$ cat config.mk
export PLATFORM = sky130hd
export DESIGN_NAME = first_fit_row_allocator
export DESIGN_NICKNAME = d
export VERILOG_FILES = /design/src/hdl/fra_pkg.sv /design/src/hdl/fra_ram.sv /design/src/hdl/first_fit_row_allocator.sv
export VERILOG_INCLUDE_DIRS = /design/src /design/src/hdl
export SDC_FILE = /design/constraint.sdc
export NUM_CORES = 2
export LEC_CHECK = 0
export BUFFER_PORTS_ARGS = -buffer_cell sky130_fd_sc_hd__buf_4
export CAP_MARGIN = 20
export CORE_MARGIN = 5
export CORE_UTILIZATION = 40
export CTS_BUF_LIST = sky130_fd_sc_hd__clkbuf_4 sky130_fd_sc_hd__clkbuf_8
export DETAILED_ROUTE_END_ITERATION = 10
export PLACE_DENSITY = 0.61
export SLEW_MARGIN = 30
export SYNTH_ARGS = -nofsm -noshare
export SYNTH_HDL_FRONTEND = slang
export SYNTH_SLANG_ARGS = --single-unit
$ cat constraint.sdc
create_clock -name clk -period 15.4 [get_ports clk]
set_input_delay 1.54 -clock clk [delete_from_list [all_inputs] [get_ports clk]]
set_output_delay 1.54 -clock clk [all_outputs]
set_load 0.05 [all_outputs]
$ cat src/hdl/first_fit_row_allocator_defines.svh
// Assertion helpers shared by the allocator RTL.
`ifndef FIRST_FIT_ROW_ALLOCATOR_DEFINES_SVH
`define FIRST_FIT_ROW_ALLOCATOR_DEFINES_SVH

// Same-cycle implication, disabled in reset.
`define FRA_ASSERT_IMP(lbl, ck, rs, ante, cons) \
  lbl: assert property (@(posedge ck) disable iff (rs) (ante) |-> (cons)) \
    else $error("fra assertion failed");

// Next-cycle implication, disabled in reset.
`define FRA_ASSERT_NXT(lbl, ck, rs, ante, cons) \
  lbl: assert property (@(posedge ck) disable iff (rs) (ante) |=> (cons)) \
    else $error("fra assertion failed");

`endif

$ cat src/hdl/fra_pkg.sv
package fra_pkg;

  localparam int MAX_RUNS   = 64;
  localparam int IDX_W      = $clog2(MAX_RUNS);
  localparam int CNT_W      = $clog2(MAX_RUNS + 1);
  localparam int ROW_SHIFT  = 15;
  localparam int TOTAL_ROWS = 131072;
  localparam int START_W    = 17;
  localparam int LEN_W      = 18;
  localparam int WANT_W     = LEN_W + 1;
  localparam logic [33:0] SPACE_BYTES = 34'(TOTAL_ROWS) << ROW_SHIFT;

  typedef struct packed {
    logic [START_W-1:0] start;
    logic [LEN_W-1:0]   len;
  } entry_t;

  localparam int ENTRY_W = $bits(entry_t);

  typedef enum logic [2:0] {
    ST_OK       = 3'd0,
    ST_ZERO     = 3'd1,
    ST_NOSPACE  = 3'd2,
    ST_MISALIGN = 3'd3,
    ST_RANGE    = 3'd4,
    ST_OVERLAP  = 3'd5,
    ST_FULL     = 3'd6
  } status_t;

endpackage

$ cat src/hdl/fra_ram.sv
module fra_ram #(
  parameter int DATA_W = 8,
  parameter int DEPTH  = 16,
  parameter int ADDR_W = $clog2(DEPTH)
) (
  input  logic              clk,
  input  logic              we,
  input  logic [ADDR_W-1:0] waddr,
  input  logic [DATA_W-1:0] wdata,
  input  logic [ADDR_W-1:0] raddr,
  output logic [DATA_W-1:0] rdata
);

  logic [DATA_W-1:0] mem [DEPTH];

  always_ff @(posedge clk) begin
    if (we) begin
      mem[waddr] <= wdata;
    end
    rdata <= mem[raddr];
  end

endmodule

$ cat src/hdl/first_fit_row_allocator.sv
// Channel   Dir  tdata (low bit up)                                         tuser
// s_axis    in   offset_bytes[31:0], length_bytes[64:32], pad               opcode
// m_axis    out  granted_offset, granted_size, used_bytes, free_bytes,      status
//                largest_run_bytes, pad
//
// One item at a time, through a run memory with one write and one read port:
// first-fit or ordered scan, then an entry shift for an insert or remove, then
// a statistics pass over all runs.
// After rst the S_INIT state writes the initial run before s_axis_tready rises.
// A pending result does not block the next transfer; a stalled m_axis holds the
// next result in its final state.
module first_fit_row_allocator (
  input  logic         clk,
  input  logic         rst,
  input  logic         s_axis_tvalid,
  output logic         s_axis_tready,
  input  logic [71:0]  s_axis_tdata,  // offset_bytes[31:0], length_bytes[64:32]
  input  logic         s_axis_tuser,  // opcode
  output logic         m_axis_tvalid,
  input  logic         m_axis_tready,
  output logic [167:0] m_axis_tdata,  // granted_offset, granted_size, used, free, largest
  output logic [2:0]   m_axis_tuser   // status
);
  import fra_pkg::*;
  `include "first_fit_row_allocator_defines.svh"

  typedef enum logic [4:0] {
    S_INIT, S_IDLE,
    S_A_RD, S_A_CHK,
    S_F_RD, S_F_CHK, S_F_DEC,
    S_UP_RD, S_UP_WR, S_INS,
    S_RM_RD, S_RM_WR,
    S_ST0, S_ST_RD, S_ST_ACC, S_OUT
  } state_t;

  state_t state;
  logic [CNT_W-1:0]   idx, pos, count;
  logic [LEN_W-1:0]   used, sum, maxl;
  logic [WANT_W-1:0]  want, fend;
  logic [START_W-1:0] first;
  logic               has_next, rm_dec;
  entry_t             prev_e, next_e;
  status_t            status;
  logic [31:0]        goff;
  logic [32:0]        gsize;

  logic               ram_we;
  logic [IDX_W-1:0]   ram_waddr, ram_raddr;
  entry_t             ram_wdata, rd;
  logic [ENTRY_W-1:0] ram_rdata;

  fra_ram #(.DATA_W(ENTRY_W), .DEPTH(MAX_RUNS)) u_ram (
    .clk   (clk),
    .we    (ram_we),
    .waddr (ram_waddr),
    .wdata (ram_wdata),
    .raddr (ram_raddr),
    .rdata (ram_rdata)
  );

  assign rd = entry_t'(ram_rdata);

  logic [31:0]        in_off;
  logic [32:0]        in_len;
  logic [33:0]        in_end;
  logic [WANT_W-1:0]  in_want;
  logic [WANT_W-1:0]  prev_end, rd_end;
  logic               merge_prev, merge_next;

  assign in_off   = s_axis_tdata[31:0];
  assign in_len   = s_axis_tdata[64:32];
  assign in_end   = {2'b0, in_off} + {1'b0, in_len};
  assign in_want  = WANT_W'(in_len[32:ROW_SHIFT]) + WANT_W'(in_len[ROW_SHIFT-1:0] != '0);
  assign prev_end = WANT_W'(prev_e.start) + WANT_W'(prev_e.len);
  assign rd_end   = WANT_W'(rd.start) + WANT_W'(rd.len);
  assign merge_prev = (pos != '0) && (prev_end == WANT_W'(first));
  assign merge_next = has_next && (fend == WANT_W'(next_e.start));

  assign s_axis_tready = (state == S_IDLE);
  assign ram_raddr = (state == S_UP_RD) ? IDX_W'(idx - 1'b1) : idx[IDX_W-1:0];

  always_comb begin
    ram_we    = 1'b0;
    ram_waddr = idx[IDX_W-1:0];
    ram_wdata = rd;
    case (state)
      S_INIT: begin
        ram_we    = 1'b1;
        ram_waddr = '0;
        ram_wdata = '{start: '0, len: LEN_W'(TOTAL_ROWS)};
      end
      S_A_CHK: begin
        // shrink the run from its front on a partial fit
        ram_we    = ({1'b0, rd.len} > want);
        ram_wdata = '{start: START_W'(WANT_W'(rd.start) + want),
                      len: LEN_W'(WANT_W'(rd.len) - want)};
      end
      S_F_DEC: begin
        if (!(has_next && fend > WANT_W'(next_e.start)) && count < CNT_W'(MAX_RUNS)) begin
          if (merge_prev) begin
            ram_we    = 1'b1;
            ram_waddr = IDX_W'(pos - 1'b1);
            ram_wdata = '{start: prev_e.start,
                          len: prev_e.len + LEN_W'(want) + (merge_next ? next_e.len : '0)};
          end else if (merge_next) begin
            ram_we    = 1'b1;
            ram_waddr = pos[IDX_W-1:0];
            ram_wdata = '{start: first, len: LEN_W'(want) + next_e.len};
          end
        end
      end
      S_UP_WR: begin
        ram_we = 1'b1;
      end
      S_INS: begin
        ram_we    = 1'b1;
        ram_waddr = pos[IDX_W-1:0];
        ram_wdata = '{start: first, len: LEN_W'(want)};
      end
      S_RM_WR: begin
        ram_we    = 1'b1;
        ram_waddr = IDX_W'(idx - 1'b1);
      end
      default: ;
    endcase
  end

  always_ff @(posedge clk) begin
    if (rst) begin
      state         <= S_INIT;
      count         <= CNT_W'(1);
      used          <= '0;
      m_axis_tvalid <= 1'b0;
    end else begin
      if (m_axis_tready && state != S_OUT) begin
        m_axis_tvalid <= 1'b0;
      end
      unique case (state)
        S_INIT: state <= S_IDLE;
        S_IDLE: begin
          if (s_axis_tvalid) begin
            goff   <= '0;
            gsize  <= '0;
            idx    <= '0;
            first  <= in_off[31:ROW_SHIFT];
            fend   <= WANT_W'(in_off[31:ROW_SHIFT]) + WANT_W'(in_len[32:ROW_SHIFT]);
            has_next <= 1'b0;
            if (!s_axis_tuser) begin
              want <= in_want;
              if (in_len == '0) begin
                status <= ST_ZERO;
                state  <= S_ST0;
              end else begin
                status <= ST_OK;
                state  <= S_A_RD;
              end
            end else begin
              want <= WANT_W'(in_len[32:ROW_SHIFT]);
              priority if (in_len == '0) begin
                status <= ST_OK;
                state  <= S_ST0;
              end else if (in_off[ROW_SHIFT-1:0] != '0 || in_len[ROW_SHIFT-1:0] != '0) begin
                status <= ST_MISALIGN;
                state  <= S_ST0;
              end else if (in_end > SPACE_BYTES) begin
                status <= ST_RANGE;
                state  <= S_ST0;
              end else begin
                status <= ST_OK;
                state  <= S_F_RD;
              end
            end
          end
        end
        S_A_RD: begin
          if (idx < count) begin
            state <= S_A_CHK;
          end else begin
            status <= ST_NOSPACE;
            state  <= S_ST0;
          end
        end
        S_A_CHK: begin
          if ({1'b0, rd.len} >= want) begin
            goff  <= {rd.start, {ROW_SHIFT{1'b0}}};
            gsize <= {want[LEN_W-1:0], {ROW_SHIFT{1'b0}}};
            used  <= used + LEN_W'(want);
            if ({1'b0, rd.len} == want) begin
              idx    <= idx + 1'b1;
              rm_dec <= 1'b1;
              state  <= S_RM_RD;
            end else begin
              state <= S_ST0;
            end
          end else begin
            idx   <= idx + 1'b1;
            state <= S_A_RD;
          end
        end
        S_F_RD: begin
          pos <= idx;
          if (idx < count) begin
            state <= S_F_CHK;
          end else begin
            state <= S_F_DEC;
          end
        end
        S_F_CHK: begin
          if (rd.start < first) begin
            if (rd_end > WANT_W'(first)) begin
              status <= ST_OVERLAP;
              state  <= S_ST0;
            end else begin
              prev_e <= rd;
              idx    <= idx + 1'b1;
              state  <= S_F_RD;
            end
          end else begin
            next_e   <= rd;
            has_next <= 1'b1;
            state    <= S_F_DEC;
          end
        end
        S_F_DEC: begin
          priority if (has_next && fend > WANT_W'(next_e.start)) begin
            status <= ST_OVERLAP;
            state  <= S_ST0;
          end else if (count >= CNT_W'(MAX_RUNS)) begin
            status <= ST_FULL;
            state  <= S_ST0;
          end else begin
            used <= (used > LEN_W'(want)) ? used - LEN_W'(want) : '0;
            if (merge_prev && merge_next) begin
              idx    <= pos + 1'b1;
              rm_dec <= 1'b1;
              state  <= S_RM_RD;
            end else if (merge_prev || merge_next) begin
              state <= S_ST0;
            end else begin
              idx   <= count;
              state <= S_UP_RD;
            end
          end
        end
        S_UP_RD: begin
          state <= (idx > pos) ? S_UP_WR : S_INS;
        end
        S_UP_WR: begin
          idx   <= idx - 1'b1;
          state <= S_UP_RD;
        end
        S_INS: begin
          count <= count + 1'b1;
          state <= S_ST0;
        end
        S_RM_RD: begin
          if (idx < count) begin
            state <= S_RM_WR;
          end else begin
            if (rm_dec) begin
              count <= count - 1'b1;
            end
            rm_dec <= 1'b0;
            state  <= S_ST0;
          end
        end
        S_RM_WR: begin
          idx   <= idx + 1'b1;
          state <= S_RM_RD;
        end
        S_ST0: begin
          idx   <= '0;
          sum   <= '0;
          maxl  <= '0;
          state <= S_ST_RD;
        end
        S_ST_RD: begin
          state <= (idx < count) ? S_ST_ACC : S_OUT;
        end
        S_ST_ACC: begin
          sum <= sum + rd.len;
          if (rd.len > maxl) begin
            maxl <= rd.len;
          end
          idx   <= idx + 1'b1;
          state <= S_ST_RD;
        end
        S_OUT: begin
          if (!m_axis_tvalid || m_axis_tready) begin
            m_axis_tvalid <= 1'b1;
            m_axis_tuser  <= status;
            m_axis_tdata  <= {4'b0,
                              maxl, {ROW_SHIFT{1'b0}},
                              sum,  {ROW_SHIFT{1'b0}},
                              used, {ROW_SHIFT{1'b0}},
                              gsize, goff};
            state <= S_IDLE;
          end
        end
        default: state <= S_INIT;
      endcase
    end
  end

  `FRA_ASSERT_IMP(a_count_max, clk, rst, 1'b1, count <= CNT_W'(MAX_RUNS))
  `FRA_ASSERT_NXT(a_busy_after_in, clk, rst, s_axis_tvalid && s_axis_tready, state != S_IDLE)
  `FRA_ASSERT_IMP(a_out_from_final, clk, rst, $rose(m_axis_tvalid), $past(state == S_OUT))
  `FRA_ASSERT_IMP(a_rows_conserved, clk, rst, state == S_OUT,
                  ({1'b0, used} + {1'b0, sum}) == WANT_W'(TOTAL_ROWS))

endmodule

Yosys cells after proc, flatten, opt, wreduce, memory -nomap -nowiden
Memories as Yosys holds them, arrays and structs flattened. A register that Yosys moved wholly into a read port is not among the register bits. Index checks and enable logic that the tools add are counted.

Bits in writable memories: 2240. Bits in registers: 398. Word-level logic and storage cells: 227. Memories kept: 1. Output and inout port bits: 173. Input bits: 77.

Bitwise gates (word level): 3. Add/sub/neg operators: 19. Equal/unequal tests: 37. Magnitude comparators: 12. Reduce and logical (&&, ||, !) cells: 42. Mux-type cells: 90.

Memory list: u_ram.mem (depth 64, bits a word 35, rd ports 1, clocked after Yosys merged registers in 1, wr ports 1, RTL line fra_ram.sv:14) `logic [DATA_W-1:0] mem [DEPTH];`.

Operators with widths (number): $pmux 35 s4 (1); $mux 18 (7); $pmux 18 s2 (3); $mux 35 (3); $add 18x18->18 (5); $mux 7 (11); $pmux 5 s15 (1); $mux 33 (2); $pmux 33 s2 (1); $mux 32 (2); $pmux 32 s2 (1); $add 17x18->19 (3); $pmux 7 s7 (1); $eq 5x4->1 const B (8); $mux 4 (10); $eq 19x17->1 (2); $gt 19x17->1 (2); $gt 18x18->1 (2); $mux 3 (12); $sub 18x18->18 (2); $add 32x33->34 (1); $gt 34x33->1 const B (1); $logic_not 33->1 (1); $ne 2x2->1 const B (15); 45 further kinds (106).

Depth between registers and ports, before layout
Depth after elaboration: 9. Gate-level depth with buffers: 23. Gate-level depth less buffers: 23.

Cells and area by module
Synthesis repeated with hierarchy kept, for this count alone.

Cells, all modules: 6818. Area total of the unflattened synthesis: 113814.2 um2.

By module, submodules not included: fra_ram (cells each 3846, times used 1, area an instance 86261.5 um2, seq. area each 67965.2 um2); first_fit_row_allocator (cells each 2972, times used 1, area an instance 27552.7 um2, seq. area each 9819.4 um2).

Least setup slack after synthesis
Ideal clock, no wire load.

Path type: input to register. Start point: input rst. End point: register m_axis_tdata[113], enable pin. Buffers on the path: 2. Setup time: 0.674 ns. Stages: 3. Data required time: 14.726 ns. Arrival: 8.634 ns. Slack: 6.091 ns. Path through: clkbuf_1 > clkbuf_1 > nor3b_1.

Longest elaborated chain between the ends: 2.

Ends and longest elaborated chain: from (decl) (RTL line first_fit_row_allocator.sv:14) `input logic rst,`; $not 1->1 (no source line); $reduce_and 3->1 (no source line); to (signal assigned) (RTL line first_fit_row_allocator.sv:292) `m_axis_tdata <= {4'b0,`; to (decl) (RTL line first_fit_row_allocator.sv:21) `output logic [167:0] m_axis_tdata,`.

No other way between the ends. A chain may end at the register's enable or synchronous reset.

Final worst setup path
Start point: register prev_e[0] (netlist name). End point: memory u_ram.mem[25][2] (netlist name), enable pin.

Longest elaborated chain between the ends: 8. Elaborated cells between the ends (all ways): 11. Classes of those cells: add/sub (1); eq/ne (1); mux (8); reduce/logical (1).

Ends and longest elaborated chain: from (decl) (RTL line first_fit_row_allocator.sv:42) `entry_t prev_e, next_e;`; from (signal assigned) (RTL line first_fit_row_allocator.sv:214) `prev_e <= rd;`; $add 17x18->19 * (RTL line first_fit_row_allocator.sv:74) `assign prev_end = WANT_W'(prev_e.start) + WANT_W'(prev_e.len);`; $eq 19x17->1 * (RTL line first_fit_row_allocator.sv:76) `assign merge_prev = (pos != '0) && (prev_end == WANT_W'(first));`; $logic_and 1x1->1 * (RTL line first_fit_row_allocator.sv:76); $mux 1 (RTL line first_fit_row_allocator.sv:100) `if (merge_prev) begin`; $mux 1 (RTL line first_fit_row_allocator.sv:99) `if (!(has_next && fend > WANT_W'(next_e.start)) && count < CNT_W'(MAX_RUNS)) begin`; $pmux 1 s3 (RTL line first_fit_row_allocator.sv:86) `case (state)`; $mux 1 (RTL line fra_ram.sv:17) `if (we) begin`; $mux 1 (implied by the code) (RTL line fra_ram.sv:18) `mem[waddr] <= wdata;`; to (decl) (RTL line fra_ram.sv:14).

Mark *: on every way between the ends. The rest lies on a longest branch, timed or not.

==> results.md <==
- Final setup violating endpoints: 0
- Initial antenna violation count: 22
- Routed len/inst: 27.30 µm
- Final setup TNS: 0 ps
- Worst slew margin: 26.91%
- Core Box Area: 0.2818 mm²
- Critical path launch point type: flip-flop
- Initial core utilization: 40.09%
- Total CTS buffers: 427
- Global-route wire length before repair: 428500 µm
- Routability cong.: 0.9078
- Reg2Reg Capture Point: u_ram.mem[25][2]$_DFFE_PP_
- Post-synthesis cell count: 6196
- DR pass1 iterations: 9
- Post-Synth Adder-Cell Area: 3.626%
- Post-synthesis mux area share: 14.95%
- Post-cts gate resize count: 0
- Worst R2R Start: prev_e[0]$_DFFE_PP_
- Clk slew on worst S/H paths: 70 ps
- Max IR drop VDD: 0.2035 mV
- Buffers inserted by post-CTS timing repair: 0
- Unrepaired setup endpoints after global routing: no
- Via density: 5.723
- DRT iter0 DRCs: 6233
- Synth warn: 0
- Power Density: 193.2 mW/mm²
- Fin nets: 7075
- Largest net degree at the start of global routing: 146
- Layout cells sized above 1: 27.32%
- Register bit total from synthesis: 2612
- FF-to-FF setup slack: 8170 ps
- Crit Path Max Fanout: 20
- Worst EP arrival: 7890 ps
- GRT Total Usage: 19.72%
- Crit path max-delay family: simple AND/OR/NAND/NOR gates
- Required time worst endpoint: 16050 ps
- Full die area: 0.2932 mm²
- Switch share: 33.83%
- DRC violations left: 0
- Comb pwr share: 33.6%
- Post-CTS Hold Fix Bufs: 0
- I/O Buffers: 163
- Run status: completed
- Hold EP: m_axis_tdata[48]$_DFFE_PP_
- Post-Route Skew: 152.3 ps
- Min-delay src: gsize[16]$_SDFFCE_PN0P_
- Critical-path cell with the highest stage delay: nor2_4
- CTS tree: done
- Clock Path Buffers: 4
- FP Rows: 195
- Max Slew Vio Count: 0
- Die span in x: 541.5 µm
- CTS root buf: clkbuf_8
- EDFF count, synth: 2547
- DPL Wire Length: 174700 µm
- DP Cell Count: 9998
- Clock tree sinks: 2612
- H-tree depth: 5
- Total global routing overflow: 0
- # IOs: 250
- Switching Power: 8.386 mW
- Netlist Area Pre-Place: 0.1130 mm²
- Worst r2r path cells: 18
- Clock latency at the later pin of the worst-skew pair: 1110 ps
- Worst-Margin Slew: 1096 ps
- Vias in the first global route: 62.18k
- Setup crit end kind: flip-flop
- Synth cell types: 96
- Post-synthesis simple-gate area fraction: 4.257%
- Leak Pwr: 42.85 nW
- Worst hold stages: 0
- Non-filler cells, final: 10.78k
- Layout fillers: 23.91k
- Commonest non-fill, non-tap cell in the layout: edfxtp_1
- Largest family of logic cells by synthesized area: multiplexers
- Via count: 61.67k
- Top FF cell, synth: edfxtp_1
- Final wirelength: 294100 µm
- Period Utilization, post-route: 46.96%
- Largest stage delay, worst path: 800 ps
- Die height: 541.5 µm
- Ys async rst share: 0%
- XOR/XNOR Fraction of Synth Area: 1.433%
- Fin crit period: 7232 ps
- Clock power share: 23.9%
- Syn avg cell area: 18.24 µm²
- P_int: 16.40 mW
- Synth-to-layout area growth: 13.55%
- Final Hold Viols: 0
- Sequential fraction of the synthesis area: 68.85%
- Hold crit path type: reg2reg
- Synth Area in Compound Gates: 4.802%
- Commonest non-fill, non-tap cells in the layout: 2547 x edfxtp_1, 735 x mux4_2, 443 x clkbuf_8, 330 x buf_4, 281 x ha_1
- Worst Path Buf+Inv: 3
- Max-Cap Viols: 0
- Kind of critical path: reg2reg
- FMAX: 138.3 MHz
- Crit-path cells: ha_1 > inv_1 > fa_1 > nand2b_1 > a21oi_1 > a31oi_1 > a211oi_2 > mux2_2 > a221oi_2 > and4_1 > inv_1 > ha_1 > o32ai_1 > a21oi_1 > nor3_1 > nand3_2 > nor2_4 > buf_4
- Seq pwr share: 42.5%
- Final ANT Viol Nets: 0
## stage by stage
step | hold WS, ps | cell area (µm²) | total power, mW | worst slack, ps | utilization (%)
2_1_floorplan | 400.3 | 113300 | 15.92 | 6091 | -
3_5_place_dp | 404.5 | 119800 | 18.96 | 8309 | 42.51
6_report | 409.4 | 128300 | 24.79 | 8168 | 45.53
5_1_grt | 411.7 | 128300 | 25.93 | 7887 | 45.52
3_3_place_gp | 407.7 | 119700 | 18.71 | 8398 | 42.48
4_1_cts | 407.3 | 128200 | 24.91 | 8241 | 45.48
## cells in the mapped netlist (23+ instances only)
cell | n | area [µm²]
and3_1 | 63 | 394.1
fa_1 | 29 | 580.6
nor2_1 | 261 | 979.7
edfxtp_1 | 2547 | 76480
o211ai_1 | 54 | 405.4
nor2b_1 | 36 | 225.2
o21a_1 | 23 | 172.7
clkbuf_1 | 210 | 788.3
a31oi_1 | 23 | 143.9
nand2_1 | 222 | 833.3
mux2i_1 | 24 | 240.2
nand3_1 | 82 | 410.4
nand2b_1 | 31 | 193.9
a21o_1 | 70 | 525.5
nand4_1 | 44 | 275.3
and2_1 | 46 | 287.8
dfxtp_1 | 65 | 1301
a222oi_1 | 24 | 240.2
ha_1 | 281 | 3516
buf_4 | 81 | 608.1
mux4_2 | 735 | 16550
buf_1 | 24 | 90.09
xor2_1 | 58 | 508.0
xnor2_1 | 125 | 1095
inv_1 | 169 | 634.4
a211oi_1 | 26 | 195.2
a21oi_1 | 238 | 1191
nor3_1 | 75 | 375.4
o21ai_0 | 162 | 810.8
buf_2 | 46 | 230.2
## worst max path at each step
| stage | startpoint | endpoint | slack (ps) | depth (start not counted) |
|---|---|---|---|---|
| 6_report | prev_e[0]$_DFFE_PP_ | u_ram.mem[25][2]$_DFFE_PP_ | 8170 | 18 |
| 5_1_grt | want[1]$_DFFE_PP_ | u_ram.mem[25][2]$_DFFE_PP_ | 7890 | 14 |
| 4_1_cts | prev_e[0]$_DFFE_PP_ | u_ram.mem[25][2]$_DFFE_PP_ | 8240 | 18 |
| 3_5_place_dp | prev_e[0]$_DFFE_PP_ | u_ram.mem[25][23]$_DFFE_PP_ | 8310 | 18 |
| 3_3_place_gp | prev_e[0]$_DFFE_PP_ | u_ram.mem[25][23]$_DFFE_PP_ | 8400 | 18 |
| 2_1_floorplan | rst | m_axis_tdata[113]$_DFFE_PP_ | 6090 | 3 |
## routing by layer
layer / wire, µm / global-route usage [%]
met5: 0 / 0
met4: 7226 / 5.189
met3: 19770 / 3.005
met2: 141900 / 32.10
met1: 125200 / 27.94
## cell families after synthesis
kind of cell | count (synthesis)
multiplexers | 767
AND/OR/NAND/NOR | 970
XOR/XNOR | 184
AO/OA/AOI/OAI | 820
adder cells (fa/ha/maj) | 310
flip-flops | 2612
other | 1
buffers and inverters | 532
## area by class of cell
| class | count | area (µm²) | area share [%] |
|---|---|---|---|
| timing repair buffer | 346 | 2803 | 2.185 |
| tap | 3743 | 4683 | 3.650 |
| inverter | 171 | 641.9 | 0.5003 |
| antenna | 8 | 20.02 | 0.01560 |
| clock buffer | 582 | 7141 | 5.566 |
| multi-input combinational | 3130 | 34000 | 26.50 |
| clock inverter | 183 | 1221 | 0.9518 |
| sequential | 2612 | 77780 | 60.63 |
## power groups by stage
stage / clock network [mW] / logic, mW / registers, mW
2_1_floorplan: 0 / 5.15 / 10.8
4_1_cts: 6.07 / 8.30 / 10.5
6_report: 5.93 / 8.32 / 10.5
3_3_place_gp: 0 / 8.05 / 10.7
3_5_place_dp: 0 / 8.28 / 10.7
5_1_grt: 6.41 / 8.94 / 10.6
## worst reg2reg max path, stage by stage (launching register included)
cell and delay, ps:
edfxtp_1 490, ha_1 250, inv_1 70, fa_1 390, nand2b_1 190, a21oi_1 240, a31oi_1 180, a211oi_2 350
mux2_2 410, a221oi_2 290, and4_1 590, inv_1 150, ha_1 230, o32ai_1 130, a21oi_1 130, nor3_1 710
nand3_2 710, nor2_4 810, buf_4 500
## registers in the layout (all words and copies together), names as in the netlist, 18 cells and up
signal / count
fend: 19
gsize: 18
m_axis_tdata: 89
maxl: 18
next_e: 35
prev_e: 35
sum: 18
u_ram.mem: 2240
u_ram.rdata: 35
used: 18
want: 19
Note: power is estimated with default switching activity, not from simulation.
